===== src/hdl/pla_pkg.sv =====
package pla_pkg;

    // Default configuration
    localparam int CHANNELS_DEF     = 6;
    localparam int WINDOW_DEF       = 5;
    localparam int EXT_CHANNELS_DEF = 4;

    // Field widths
    localparam int CH_W    = 3;
    localparam int RAW_W   = 16;
    localparam int LEVEL_W = 7;
    localparam int Q_W     = 17;

    // Unsigned Q1.16 full scale
    localparam logic [Q_W-1:0] Q_ONE = 17'h10000;

    // External converter: ((v*4.096/32768)+0.58)/2.7 == (v+4640)/21600
    localparam logic signed [16:0] EXT_OFFSET = 17'sd4640;
    localparam logic signed [16:0] EXT_SPAN   = 17'sd21600;
    localparam logic [14:0]        EXT_DIV    = 15'd21600;
    localparam logic [30:0]        EXT_BIAS   = 31'd10800;

    // Internal converter: r/4095
    localparam logic [14:0] INT_DIV  = 15'd4095;
    localparam logic [30:0] INT_BIAS = 31'd2047;
    localparam logic [11:0] INT_MAX  = 12'd4095;

    // Reciprocals for the normalizing divide, scaled by 2^RECIP_SHIFT
    localparam int          RECIP_SHIFT = 31;
    localparam int          RECIP_W     = 20;
    localparam logic [RECIP_W-1:0] RECIP_EXT =
        RECIP_W'((64'd1 << RECIP_SHIFT) / 64'd21600);
    localparam logic [RECIP_W-1:0] RECIP_INT =
        RECIP_W'((64'd1 << RECIP_SHIFT) / 64'd4095);

    // Output scale
    localparam logic [LEVEL_W-1:0] LEVEL_MAX = 7'd127;

endpackage


===== src/hdl/pla_if.sv =====
// Sample channel: one raw conversion tagged with its channel
interface pla_in_if
    import pla_pkg::*;
();
    logic                    valid;
    logic                    ready;
    logic [CH_W-1:0]         channel;
    logic signed [RAW_W-1:0] raw_sample;

    modport source (output valid, channel, raw_sample, input ready);
    modport sink   (input valid, channel, raw_sample, output ready);
endinterface

// Level channel: averaged level of one channel
interface pla_out_if
    import pla_pkg::*;
();
    logic               valid;
    logic               ready;
    logic [CH_W-1:0]    out_channel;
    logic [LEVEL_W-1:0] level;

    modport source (output valid, out_channel, level, input ready);
    modport sink   (input valid, out_channel, level, output ready);
endinterface


===== src/hdl/multichannel_pedal_level_averager.sv =====
// Windowed moving average of pedal levels over CHANNELS channels. Each sample
// item is normalized to unsigned Q1.16 (channels below EXT_CHANNELS as signed
// 16-bit external conversions, the rest as 12-bit internal conversions), stored
// in that channel's ring of WINDOW entries, and the ring's mean is returned
// scaled to 0..127 with the channel number. An item on a valid channel passes
// through MUL, FIX, WRITE, SUM, SCALE, ROUND and DONE before its result is
// loaded, and the next item is accepted only after that; the sum takes longest,
// since the single memory read port returns one ring entry per cycle. An item
// on a channel >= CHANNELS changes no ring state and goes straight to DONE,
// which loads level 0. One item is in work at a time; a finished result waits
// in the output register while the next item is accepted, and an unread result
// stalls the following one. The store reads as zero after reset through
// per-entry valid bits, so there is no clearing pass.
module multichannel_pedal_level_averager
    import pla_pkg::*;
#(
    parameter int CHANNELS     = CHANNELS_DEF,
    parameter int WINDOW       = WINDOW_DEF,
    parameter int EXT_CHANNELS = EXT_CHANNELS_DEF
)
(
    input  logic      clk,
    input  logic      rst_n,
    pla_in_if.sink    samples,
    pla_out_if.source levels
);

    localparam int DEPTH     = CHANNELS * WINDOW;
    localparam int AW        = $clog2(DEPTH);
    localparam int CIW       = $clog2(CHANNELS);
    localparam int SW        = (WINDOW > 1) ? $clog2(WINDOW) : 1;
    localparam int CNT_W     = $clog2(WINDOW + 1);
    localparam int SUM_W     = Q_W + $clog2(WINDOW);
    localparam int X_W       = SUM_W - 9;
    localparam int LVL_SHIFT = 16;
    localparam int LQ_W      = 8;
    localparam int P1_W      = 31 + RECIP_W;
    localparam int P2_W      = X_W + 17;
    localparam logic [16:0] RECIP_LVL = 17'((64'd1 << LVL_SHIFT) / WINDOW);

    typedef enum logic [7:0] {
        S_IDLE  = 8'b0000_0001,
        S_MUL   = 8'b0000_0010,
        S_FIX   = 8'b0000_0100,
        S_WRITE = 8'b0000_1000,
        S_SUM   = 8'b0001_0000,
        S_SCALE = 8'b0010_0000,
        S_ROUND = 8'b0100_0000,
        S_DONE  = 8'b1000_0000
    } state_t;

    // Control state
    state_t             state_reg, state_next;
    logic [SW-1:0]      write_slot_reg [CHANNELS];
    logic [SW-1:0]      write_slot_next;
    logic [CNT_W-1:0]   rd_cnt_reg, rd_cnt_next;
    logic               rd_pend_reg, rd_pend_next;
    logic               out_valid_reg, out_valid_next;

    // Item payload
    logic [CH_W-1:0]    ch_reg, ch_next;
    logic [CIW-1:0]     cidx_reg, cidx_next;
    logic               ext_reg, ext_next;
    logic               zero_reg, zero_next;
    logic               one_reg, one_next;
    logic [30:0]        num_reg, num_next;
    logic [P1_W-1:0]    prod_reg, prod_next;
    logic [Q_W-1:0]     q_reg, q_next;
    logic [AW-1:0]      base_reg, base_next;
    logic [SW-1:0]      slot_reg, slot_next;
    logic [SUM_W-1:0]   sum_reg, sum_next;
    logic [X_W-1:0]     x_reg, x_next;
    logic [P2_W-1:0]    prod2_reg, prod2_next;
    logic [LEVEL_W-1:0] level_reg, level_next;
    logic [CH_W-1:0]    out_channel_reg, out_channel_next;
    logic [LEVEL_W-1:0] out_level_reg, out_level_next;

    // Sample store
    logic [Q_W-1:0]     mem [DEPTH];
    logic               vld_reg [DEPTH];
    logic [Q_W-1:0]     rd_data_reg;
    logic               rd_vld_reg;
    logic               wr_en;
    logic [AW-1:0]      wr_addr;
    logic               rd_en;
    logic [AW-1:0]      rd_addr;
    logic [Q_W-1:0]     rd_word;

    // Combinational helpers
    logic               accept;
    logic               ch_ok;
    logic signed [16:0] ext_n;
    logic [11:0]        int_r;
    logic [14:0]        dvs;
    logic [Q_W-1:0]     qest;
    logic [31:0]        qd;
    logic [31:0]        norm_rem;
    logic [SUM_W+6:0]   scaled;
    logic [LQ_W-1:0]    lq_est;
    logic [X_W-1:0]     lvl_rem;
    logic [LQ_W-1:0]    lq;

    assign samples.ready     = (state_reg == S_IDLE);
    assign accept            = samples.valid && samples.ready;
    assign ch_ok             = 32'(samples.channel) < 32'(CHANNELS);
    assign levels.valid      = out_valid_reg;
    assign levels.out_channel = out_channel_reg;
    assign levels.level      = out_level_reg;

    // Memory port control
    assign wr_en   = (state_reg == S_WRITE);
    assign wr_addr = base_reg + AW'(slot_reg);
    assign rd_en   = (state_reg == S_SUM) && (32'(rd_cnt_reg) < 32'(WINDOW));
    assign rd_addr = base_reg + AW'(rd_cnt_reg);
    assign rd_word = rd_vld_reg ? rd_data_reg : '0;

    // Normalizer front end: offset, saturation, numerator
    assign ext_n = $signed({samples.raw_sample[RAW_W-1], samples.raw_sample}) + EXT_OFFSET;

    always_comb
    begin
        if (samples.raw_sample < 0)
            int_r = '0;
        else if (samples.raw_sample > $signed({4'd0, INT_MAX}))
            int_r = INT_MAX;
        else
            int_r = samples.raw_sample[11:0];
    end

    // Reciprocal estimate correction (estimate is low by at most one)
    assign dvs      = ext_reg ? EXT_DIV : INT_DIV;
    assign qest     = prod_reg[RECIP_SHIFT +: Q_W];
    assign qd       = 32'(qest) * 32'(dvs);
    assign norm_rem = 32'(num_reg) - qd;

    // Level scaling: x = floor(sum*127 / 2^16), then x / WINDOW
    assign scaled  = {sum_reg, 7'd0} - (SUM_W+7)'(sum_reg);
    assign lq_est  = prod2_reg[LVL_SHIFT +: LQ_W];
    assign lvl_rem = x_reg - X_W'(lq_est) * X_W'(WINDOW);
    assign lq      = (lvl_rem >= X_W'(WINDOW)) ? lq_est + LQ_W'(1) : lq_est;

    // Next-state and datapath
    always_comb
    begin
        state_next       = state_reg;
        write_slot_next  = slot_reg;
        rd_cnt_next      = rd_cnt_reg;
        rd_pend_next     = rd_en;
        out_valid_next   = out_valid_reg && !levels.ready;
        ch_next          = ch_reg;
        cidx_next        = cidx_reg;
        ext_next         = ext_reg;
        zero_next        = zero_reg;
        one_next         = one_reg;
        num_next         = num_reg;
        prod_next        = prod_reg;
        q_next           = q_reg;
        base_next        = base_reg;
        slot_next        = slot_reg;
        sum_next         = sum_reg;
        x_next           = x_reg;
        prod2_next       = prod2_reg;
        level_next       = level_reg;
        out_channel_next = out_channel_reg;
        out_level_next   = out_level_reg;

        case (state_reg)
            S_IDLE:
            begin
                if (accept)
                begin
                    ch_next   = samples.channel;
                    cidx_next = CIW'(samples.channel);
                    ext_next  = 32'(samples.channel) < 32'(EXT_CHANNELS);
                    if (ext_next)
                    begin
                        zero_next = (ext_n <= 0);
                        one_next  = (ext_n >= EXT_SPAN);
                        if (zero_next || one_next)
                            num_next = '0;
                        else
                            num_next = {ext_n[14:0], 16'd0} + EXT_BIAS;
                    end
                    else
                    begin
                        zero_next = 1'b0;
                        one_next  = 1'b0;
                        num_next  = {3'd0, int_r, 16'd0} + INT_BIAS;
                    end
                    if (ch_ok)
                        state_next = S_MUL;
                    else
                    begin
                        level_next = '0;
                        state_next = S_DONE;
                    end
                end
            end

            S_MUL:
            begin
                prod_next  = P1_W'(num_reg) * P1_W'(ext_reg ? RECIP_EXT : RECIP_INT);
                base_next  = AW'(cidx_reg) * AW'(WINDOW);
                slot_next  = write_slot_reg[cidx_reg];
                state_next = S_FIX;
            end

            S_FIX:
            begin
                if (zero_reg)
                    q_next = '0;
                else if (one_reg)
                    q_next = Q_ONE;
                else if (norm_rem >= 32'(dvs))
                    q_next = qest + Q_W'(1);
                else
                    q_next = qest;
                state_next = S_WRITE;
            end

            S_WRITE:
            begin
                if (32'(slot_reg) + 32'd1 >= 32'(WINDOW))
                    write_slot_next = '0;
                else
                    write_slot_next = slot_reg + SW'(1);
                rd_cnt_next = '0;
                sum_next    = '0;
                state_next  = S_SUM;
            end

            S_SUM:
            begin
                if (rd_en)
                    rd_cnt_next = rd_cnt_reg + CNT_W'(1);
                if (rd_pend_reg)
                    sum_next = sum_reg + SUM_W'(rd_word);
                if (32'(rd_cnt_reg) == 32'(WINDOW))
                    state_next = S_SCALE;
            end

            S_SCALE:
            begin
                x_next     = scaled[SUM_W+6:LVL_SHIFT];
                prod2_next = P2_W'(x_next) * P2_W'(RECIP_LVL);
                state_next = S_ROUND;
            end

            S_ROUND:
            begin
                if (lq > LQ_W'(LEVEL_MAX))
                    level_next = LEVEL_MAX;
                else
                    level_next = lq[LEVEL_W-1:0];
                state_next = S_DONE;
            end

            S_DONE:
            begin
                if (!out_valid_reg || levels.ready)
                begin
                    out_valid_next   = 1'b1;
                    out_channel_next = ch_reg;
                    out_level_next   = level_reg;
                    state_next       = S_IDLE;
                end
            end

            default:
            begin
                state_next = S_IDLE;
            end
        endcase
    end

    // Control registers
    always_ff @(posedge clk or negedge rst_n)
    begin
        if (!rst_n)
        begin
            state_reg     <= S_IDLE;
            rd_cnt_reg    <= '0;
            rd_pend_reg   <= 1'b0;
            out_valid_reg <= 1'b0;
            for (int i = 0; i < CHANNELS; i++)
            begin
                write_slot_reg[i] <= '0;
            end
        end
        else
        begin
            state_reg     <= state_next;
            rd_cnt_reg    <= rd_cnt_next;
            rd_pend_reg   <= rd_pend_next;
            out_valid_reg <= out_valid_next;
            if (state_reg == S_WRITE)
                write_slot_reg[cidx_reg] <= write_slot_next;
        end
    end

    // Payload registers
    always_ff @(posedge clk)
    begin
        ch_reg          <= ch_next;
        cidx_reg        <= cidx_next;
        ext_reg         <= ext_next;
        zero_reg        <= zero_next;
        one_reg         <= one_next;
        num_reg         <= num_next;
        prod_reg        <= prod_next;
        q_reg           <= q_next;
        base_reg        <= base_next;
        slot_reg        <= slot_next;
        sum_reg         <= sum_next;
        x_reg           <= x_next;
        prod2_reg       <= prod2_next;
        level_reg       <= level_next;
        out_channel_reg <= out_channel_next;
        out_level_reg   <= out_level_next;
    end

    // Entry valid bits: an entry never written reads as zero
    always_ff @(posedge clk or negedge rst_n)
    begin
        if (!rst_n)
        begin
            for (int i = 0; i < DEPTH; i++)
            begin
                vld_reg[i] <= 1'b0;
            end
        end
        else if (wr_en)
        begin
            vld_reg[wr_addr] <= 1'b1;
        end
    end

    // Sample store, one write and one registered read port
    always_ff @(posedge clk)
    begin
        if (wr_en)
            mem[wr_addr] <= q_reg;
        if (rd_en)
        begin
            rd_data_reg <= mem[rd_addr];
            rd_vld_reg  <= vld_reg[rd_addr];
        end
    end

    // Checks
    a_norm_within_one: assert property (@(posedge clk) disable iff (!rst_n)
        (state_reg == S_FIX) && !zero_reg && !one_reg |-> norm_rem < (32'(dvs) << 1))
        else $error("normalizer reciprocal estimate off by more than one");

    a_level_within_one: assert property (@(posedge clk) disable iff (!rst_n)
        (state_reg == S_ROUND) |-> lvl_rem < X_W'(2 * WINDOW))
        else $error("level reciprocal estimate off by more than one");

    a_write_in_range: assert property (@(posedge clk) disable iff (!rst_n)
        (state_reg == S_WRITE) |-> (32'(slot_reg) < 32'(WINDOW)) && (q_reg <= Q_ONE))
        else $error("ring slot or normalized value out of range");

    a_sum_bound: assert property (@(posedge clk) disable iff (!rst_n)
        (state_reg == S_SCALE) |-> 32'(sum_reg) <= 32'(WINDOW) * 32'(Q_ONE))
        else $error("window sum exceeds full scale");

    a_bad_channel: assert property (@(posedge clk) disable iff (!rst_n)
        accept && !ch_ok |=> (state_reg == S_DONE) && (level_reg == '0))
        else $error("out-of-range channel not reported as zero");

endmodule


===== src/flat_wrapper.sv =====
// flat-port wrapper written by rule: the top's interface ports become plain ports
module multichannel_pedal_level_averager_flat import pla_pkg::*;
#(
    parameter int CHANNELS     = CHANNELS_DEF,
    parameter int WINDOW       = WINDOW_DEF,
    parameter int EXT_CHANNELS = EXT_CHANNELS_DEF
)
  (clk, rst_n, samples_valid, samples_channel, samples_raw_sample, samples_ready, levels_valid, levels_out_channel, levels_level, levels_ready);
  pla_in_if samples_i ();
  pla_out_if levels_i ();
  input  logic clk;
  input  logic rst_n;
  input wire logic [$bits(samples_i.valid)-1:0] samples_valid;
  input wire logic [$bits(samples_i.channel)-1:0] samples_channel;
  input wire logic [$bits(samples_i.raw_sample)-1:0] samples_raw_sample;
  output wire logic [$bits(samples_i.ready)-1:0] samples_ready;
  output wire logic [$bits(levels_i.valid)-1:0] levels_valid;
  output wire logic [$bits(levels_i.out_channel)-1:0] levels_out_channel;
  output wire logic [$bits(levels_i.level)-1:0] levels_level;
  input wire logic [$bits(levels_i.ready)-1:0] levels_ready;
  assign samples_i.valid = samples_valid;
  assign samples_i.channel = samples_channel;
  assign samples_i.raw_sample = samples_raw_sample;
  assign samples_ready = samples_i.ready;
  assign levels_valid = levels_i.valid;
  assign levels_out_channel = levels_i.out_channel;
  assign levels_level = levels_i.level;
  assign levels_i.ready = levels_ready;
  multichannel_pedal_level_averager #(.CHANNELS(CHANNELS), .WINDOW(WINDOW), .EXT_CHANNELS(EXT_CHANNELS)) u_core (.clk(clk), .rst_n(rst_n), .samples(samples_i), .levels(levels_i));
endmodule

===== config.mk =====
export PLATFORM = sky130hd
export DESIGN_NAME = multichannel_pedal_level_averager_flat
export DESIGN_NICKNAME = d
export VERILOG_FILES = /design/src/hdl/pla_pkg.sv /design/src/hdl/pla_if.sv /design/src/hdl/multichannel_pedal_level_averager.sv /design/src/flat_wrapper.sv
export SDC_FILE = /design/constraint.sdc
export NUM_CORES = 2
export LEC_CHECK = 0
export ABC_AREA = 1
export BUFFER_PORTS_ARGS = -buffer_cell sky130_fd_sc_hd__buf_2
export CAP_MARGIN = 20
export CORE_MARGIN = 10
export CORE_UTILIZATION = 50
export CTS_CLUSTER_DIAMETER = 80
export DETAILED_ROUTE_END_ITERATION = 8
export GPL_ROUTABILITY_DRIVEN = 0
export HOLD_SLACK_MARGIN = 0.12
export PLACE_DENSITY = 0.68
export SYNTH_ARGS = -nofsm -noshare
export SYNTH_HDL_FRONTEND = slang
export SYNTH_SLANG_ARGS = --single-unit

===== constraint.sdc =====
create_clock -name clk -period 7.05 [get_ports clk]
set_clock_uncertainty 0.2 [all_clocks]
set_input_delay 0.3525 -clock clk [delete_from_list [all_inputs] [get_ports clk]]
set_output_delay 0.3525 -clock clk [all_outputs]
set_load 0.01 [all_outputs]

# ---- Word level (Yosys, flattened, before mapping)
# Memory sizes are Yosys's and may differ from the RTL's. A register that Yosys moved wholly into a read port is not among the register bits.
# Cells that the tools add are included.
dict set report word_totals {
  wordCells 170
  n_memories 1
  ramBits 510
  reg_bits 244
  output_inout_bits 12
  inputBits 23
}
dict set report op_classes {
  n_bitwise 4
  muxes 40
  reduce_logical 18
  n_eq_ne 15
  addsub 14
  n_mul 5
  magnitude_cmp 16
}
# memory words word_bits read_ports rd_clocked_by_memory_dff wr line_no
set mem_list {}
lappend mem_list {u_core.mem 30 17 1 1 1 multichannel_pedal_level_averager.sv:79} ;# logic [Q_W-1:0] mem [DEPTH];
# operator n
set ops {}
lappend ops {{one-hot mux 8 bit (8 select lines)} 1}
lappend ops {{2-to-1 mux 31 bit} 2}
lappend ops {{2-to-1 mux 17 bit} 3}
lappend ops {{multiplier 31 x 20 -> 48 bit} 1}
lappend ops {{2-to-1 mux 20 bit} 2}
lappend ops {{2-to-1 mux 8 bit} 5}
lappend ops {{one-hot mux 20 bit (2 select lines)} 1}
lappend ops {{greater-or-equal comparator 32 x 15 -> 1 bit} 1}
lappend ops {{greater-or-equal comparator 32 x 3 -> 1 bit, second input constant} 1}
lappend ops {{multiplier 17 x 15 -> 32 bit} 1}
lappend ops {{subtractor 31 x 32 -> 32 bit} 1}
lappend ops {{adder 31 x 14 -> 31 bit, second input constant} 1}
lappend ops {{OR 30 bit} 1}
lappend ops {{adder 28 x 11 -> 29 bit, second input constant} 1}
lappend ops {{subtractor 27 x 20 -> 27 bit} 1}
lappend ops {{multiplier 11 x 14 -> 24 bit, second input constant} 1}
lappend ops {{2-to-1 mux 12 bit} 2}
lappend ops {{2-to-1 mux 7 bit} 3}
lappend ops {{adder 20 x 17 -> 20 bit} 1}
lappend ops {{bitwise mux 18 bit} 1}
lappend ops {{2-to-1 mux 3 bit} 6}
lappend ops {{adder 16 x 14 -> 17 bit, second input constant} 1}
lappend ops {{adder 17 x 1 -> 17 bit, second input constant} 1}
lappend ops {{greater-or-equal comparator 17 x 16 -> 1 bit, second input constant} 1}
lappend ops {{45 further kinds} 72}

# ---- Depth between registers and ports, before layout
dict set report depth {
  word_depth 7
  ltp_mapped 39
  ltp_nobuf 37
}

# ---- Worst setup path before layout
# No wires, ideal clock.
dict set report synth_path {
  path_kind {reg2reg}
  from {register u_core.ext_reg}
  to {register u_core.q_reg[2] (data pin)}
  path_stages_with_launch 37
  t_arrival_ns 7.144
  t_required_ns 6.595
  n_path_buf 5
  setup_ns 0.255
  synth_period_minus_slack_ns 7.599
  setup_slack_ns -0.549
  cell_sequence {edfxtp_1 -> buf_2 -> clkbuf_1 -> clkbuf_1 -> buf_1 -> nor2_1 -> inv_1 -> fa_1 -> inv_1 -> fa_1 -> inv_1 -> fa_1 -> fa_1 -> fa_1 -> inv_1 -> fa_1 -> inv_1 -> ha_1 -> nand2_1 -> inv_2 -> nand2_1 -> nand2_1 -> a21oi_1 -> nand2_2 -> xor2_1 -> ha_1 -> inv_1 -> nor2_1 -> nand2_1 -> nand2_1 -> nor2_2 -> nand2_2 -> nor2_4 -> nand2_4 -> buf_6 -> a21oi_1 -> nor2_1}
}
dict set report synth_via {
  elab_chain_len 5
}
# element line_no
set synth_lines {}
lappend synth_lines {{start, declared} multichannel_pedal_level_averager.sv:63} ;# logic ext_reg, ext_next;
lappend synth_lines {{start signal, assigned} multichannel_pedal_level_averager.sv:306} ;# ext_reg <= ext_next;
lappend synth_lines {{2-to-1 mux 15 bit (*)} multichannel_pedal_level_averager.sv:131} ;# assign dvs = ext_reg ? EXT_DIV : INT_DIV;
lappend synth_lines {{multiplier 17 x 15 -> 32 bit} multichannel_pedal_level_averager.sv:133} ;# assign qd = 32'(qest) * 32'(dvs);
lappend synth_lines {{subtractor 31 x 32 -> 32 bit} multichannel_pedal_level_averager.sv:134} ;# assign norm_rem = 32'(num_reg) - qd;
lappend synth_lines {{greater-or-equal comparator 32 x 15 -> 1 bit (*)} multichannel_pedal_level_averager.sv:214} ;# else if (norm_rem >= 32'(dvs))
lappend synth_lines {{2-to-1 mux 17 bit (*)} multichannel_pedal_level_averager.sv:214}
lappend synth_lines {{end signal, assigned} multichannel_pedal_level_averager.sv:311} ;# q_reg <= q_next;
lappend synth_lines {{end, declared} multichannel_pedal_level_averager.sv:68} ;# logic [Q_W-1:0] q_reg, q_next;
# Mark *: on every way between the ends. The rest lies on a longest branch, timed or not.
# A chain may end at the register's enable or synchronous reset.

# ---- Worst setup path after layout
dict set report layout_path {
  from {register u_core.ext_reg}
  to {register u_core.q_reg[11] (data pin)}
}
# The elaborated chain is that of the path after synthesis.

==> summary.md <==
| Metric | Value |
|---|---|
| Status | complete, no violations |
| IO Port Bufs | 34 |
| # IOs | 35 |
| Critical-path top delay cell | fa_2 |
| Layout cells sized above 1 | 10.46% |
| CP endpoint kind | flop |
| Placeable Area | 101400 um^2 |
| H-tree depth | 3 |
| Area leader, netlist | edfxtp_1 |
| Drt drc | 0 |
| Reg-to-reg critical path startpoint | u_core.ext_reg$_DFFE_PP_ |
| Initial antenna violation count | 3 |
| Antenna-violating nets left | 0 |
| WHS Path Cells | 5 |
| Starting Density | 50.21% |
| EDFF count, synth | 650 |
| Die Height | 339.2 um |
| DRT Wirelength | 128.6 mm |
| Setup slack, reg-to-reg | 0.13 ns |
| CP arrival | 7.09 ns |
| Vias in the first global route | 37710 |
| Area delta synth->final | 13.62% |
| Register area share after synthesis | 41.32% |
| DP Worst Slack | 0.03774 ns |
| Row Count | 117 |
| Largest register FFs | 510 |
| TritonCTS clock tree | yes |
| Gate Count Post-Synth | 5309 |
| Worst R2R End | u_core.q_reg[11]$_SDFFCE_PP0P_ |
| Mapped Area | 50940 um^2 |
| Final Hold Fails | 0 |
| Final period util | 98.11% |
| Slowest stage delay, CP | 0.58 ns |
| Die outline width | 339.2 um |
| Top delay family on crit path | adder cells |
| CP required | 7.23 ns |
| MaxCap Viol Count | 0 |
| Async set-reset flop share out of synthesis | 8.579% |
| 1st-iter DRT viols | 3439 |
| Rel. slew slack | 23.56% |
| Grt ovf | 0 |
| Area contributors post-synth | edfxtp_1 (38%), fa_1 (13%), ha_1 (12%) |
| DPL Wire Length | 92.08 mm |
| Top-area cell type share of the netlist area | 38.32% |
| Yosys reg bits | 711 |
| Placed Instance Area | 53970 um^2 |
| # diodes | 0 |
| Synth Flop Type | edfxtp_1 |
| Worst R2R Path Depth | 30 |
| Slew Limit Fails | 0 |
| Pre-antenna DRT Iters | 5 |
| Reg clk slew, reported paths | 0.06 ns |
| CP max FO | 6 |
| Synth unique cells | 59 |
| Unrepaired setup endpoints after global routing | yes |
| Fin area | 57870 um^2 |
| Finish-stage setup viols | 0 |
| Root buffer cell | clkbuf_16 |
| Worst slew pin tran | 1.147 ns |
| HP Class | in2reg |
| Largest net degree at the start of global routing | 132 |
| Clk Latency, worst-skew pair | 0.64 ns |
| Hold Path End | u_core.num_reg[30]$_SDFFCE_PP0P_ |
| Avg WL per Cell | 18.45 um |
| Crit path top cell by count | fa_1 |
| Startpoint types | flop |
| Net count, final | 6406 |
| Critical path type | reg2reg |
| DIE AREA | 115000 um^2 |
| Buf+Inv Stages, Crit Path | 10 |
| Ys Warns | 0 |
| Hold path startpoint | samples_raw_sample[14] |
| Syn Area/Cell | 9.595 um^2 |
| Via density | 5.403 |
| Setup WS post-layout | 0.1333 ns |
| Worst hold slack | 0.1418 ns |
| CTS Sinks | 711 |
| GRT Resource Usage Total | 21.83% |
| Tmin final | 6.917 ns |
| Vias | 37660 |
| TritonCTS Buffers | 75 |
| Maximum clock frequency | 144.6 MHz |
| Max Buffers Root-to-Sink | 3 |
| First-pass GRT wire length | 203.5 mm |
## tightest hold or removal path, stage by stage
cell and delay (ns):
buf_2 0.10, inv_1 0.06, o21ai_1 0.06, nand2_1 0.11, nor3_1 0.09
## placed cells by master (no fill, tap or decap), drive strengths merged, types with 3 or more instances in the layout
cell type    count
nand4           30
xor2            88
a21o            10
a211oi           3
clkbuf         100
o21a            22
nand2          778
nor4            10
edfxtp         650
conb            27
a21oi          244
o211ai          17
a221oi           4
o22ai           96
a31oi           17
and2             3
or2             25
ha             502
nor3b            3
a21boi           3
o21bai          11
nand3b           7
clkinv          31
dfrtp           60
o221ai          23
inv           1011
buf            231
a32oi           10
clkinvlp         4
o31ai           23
fa             337
nand3          138
nor3            37
xnor2           16
dlygate4sd3     31
o21ai          402
nor2           585
## synthesized netlist by cell type, types with 7 or more instances
master,count
buf_1,14
ha_1,502
o21ai_0,392
nand2_2,9
o31ai_1,23
nand2_1,764
o22ai_1,96
nand4_1,30
edfxtp_1,650
a31oi_1,17
a32oi_1,10
nor4_1,9
nor2_2,8
dfrtp_1,60
o21a_1,22
or2_2,24
nand3_1,133
o211ai_1,17
clkbuf_1,112
nor3_1,35
xor2_1,88
o21bai_1,11
nor2_1,575
nand3b_1,7
o21ai_1,10
a21o_1,10
o221ai_1,23
a21oi_1,243
fa_1,337
inv_1,1000
xnor2_1,16
## timing repair
action	4_1_cts	5_1_grt
hold buffers	31	0
buffers inserted	0	19
endpoints found under the hold margin	85	0
endpoints found under the setup margin	0	30
resized for setup	0	186
## cell type report
cell class / count / area [um^2]
timing repair buffer: 264 / 2246
clock inverter: 38 / 392.9
fill: 8550 / 43580
inverter: 1010 / 3822
clock buffer: 98 / 1993
multi-input combinational: 3482 / 26660
tap: 1368 / 1712
sequential: 711 / 21050
## kinds of logic (layout without fill, tap and decap cells)
family,Yosys count,after routing,share of synthesized area [%]
flops,711,711,41.32
simple gates,1614,1617,12.96
buf+inv,1144,1410,8.484
compound gates,895,895,9.860
fa+ha+maj,839,839,25.58
xor+xnor,104,104,1.788
other cells,2,27,0.01474
## how the worst max path moves through the flow
| stage | from | to | slack (ns) | cells past startpoint |
|---|---|---|---|---|
| after floorplan | u_core.ext_reg$_DFFE_PP_ | u_core.q_reg[2]$_SDFFCE_PP0P_ | 0.002 | 34 |
| after global placement | u_core.ext_reg$_DFFE_PP_ | u_core.q_reg[4]$_SDFFCE_PP0P_ | 0.08 | 33 |
| after detailed placement | u_core.ext_reg$_DFFE_PP_ | u_core.q_reg[4]$_SDFFCE_PP0P_ | 0.04 | 33 |
| after CTS | u_core.ext_reg$_DFFE_PP_ | u_core.q_reg[4]$_SDFFCE_PP0P_ | 0.000006 | 33 |
| after global routing | u_core.ext_reg$_DFFE_PP_ | u_core.q_reg[11]$_SDFFCE_PP0P_ | -0.06 | 31 |
| final | u_core.ext_reg$_DFFE_PP_ | u_core.q_reg[11]$_SDFFCE_PP0P_ | 0.13 | 30 |
## layer usage
layer	global-route usage (%)	up-vias	routed length, um
met4	6.753	0	3692
met2	36.57	1217	61910
li1	-	17930	-
met5	0	-	0
met3	2.519	204	7867
met1	29.60	18310	55140
## through the flow
| stage | std cells | utilization [%] | setup TNS (ns) |
|---|---|---|---|
| global route | 6971 | 57.05 | -0.5596 |
| detailed placement | 6772 | 53.20 | 0 |
| global placement | 6767 | 53.10 | 0 |
| finish | 6971 | 57.05 | 0 |
| CTS | 6939 | 55.86 | 0 |
| floorplan | 5334 | - | 0 |
Power is not shown: default switching activity piles up to over one toggle a cycle in this logic, so the estimate is an artifact.
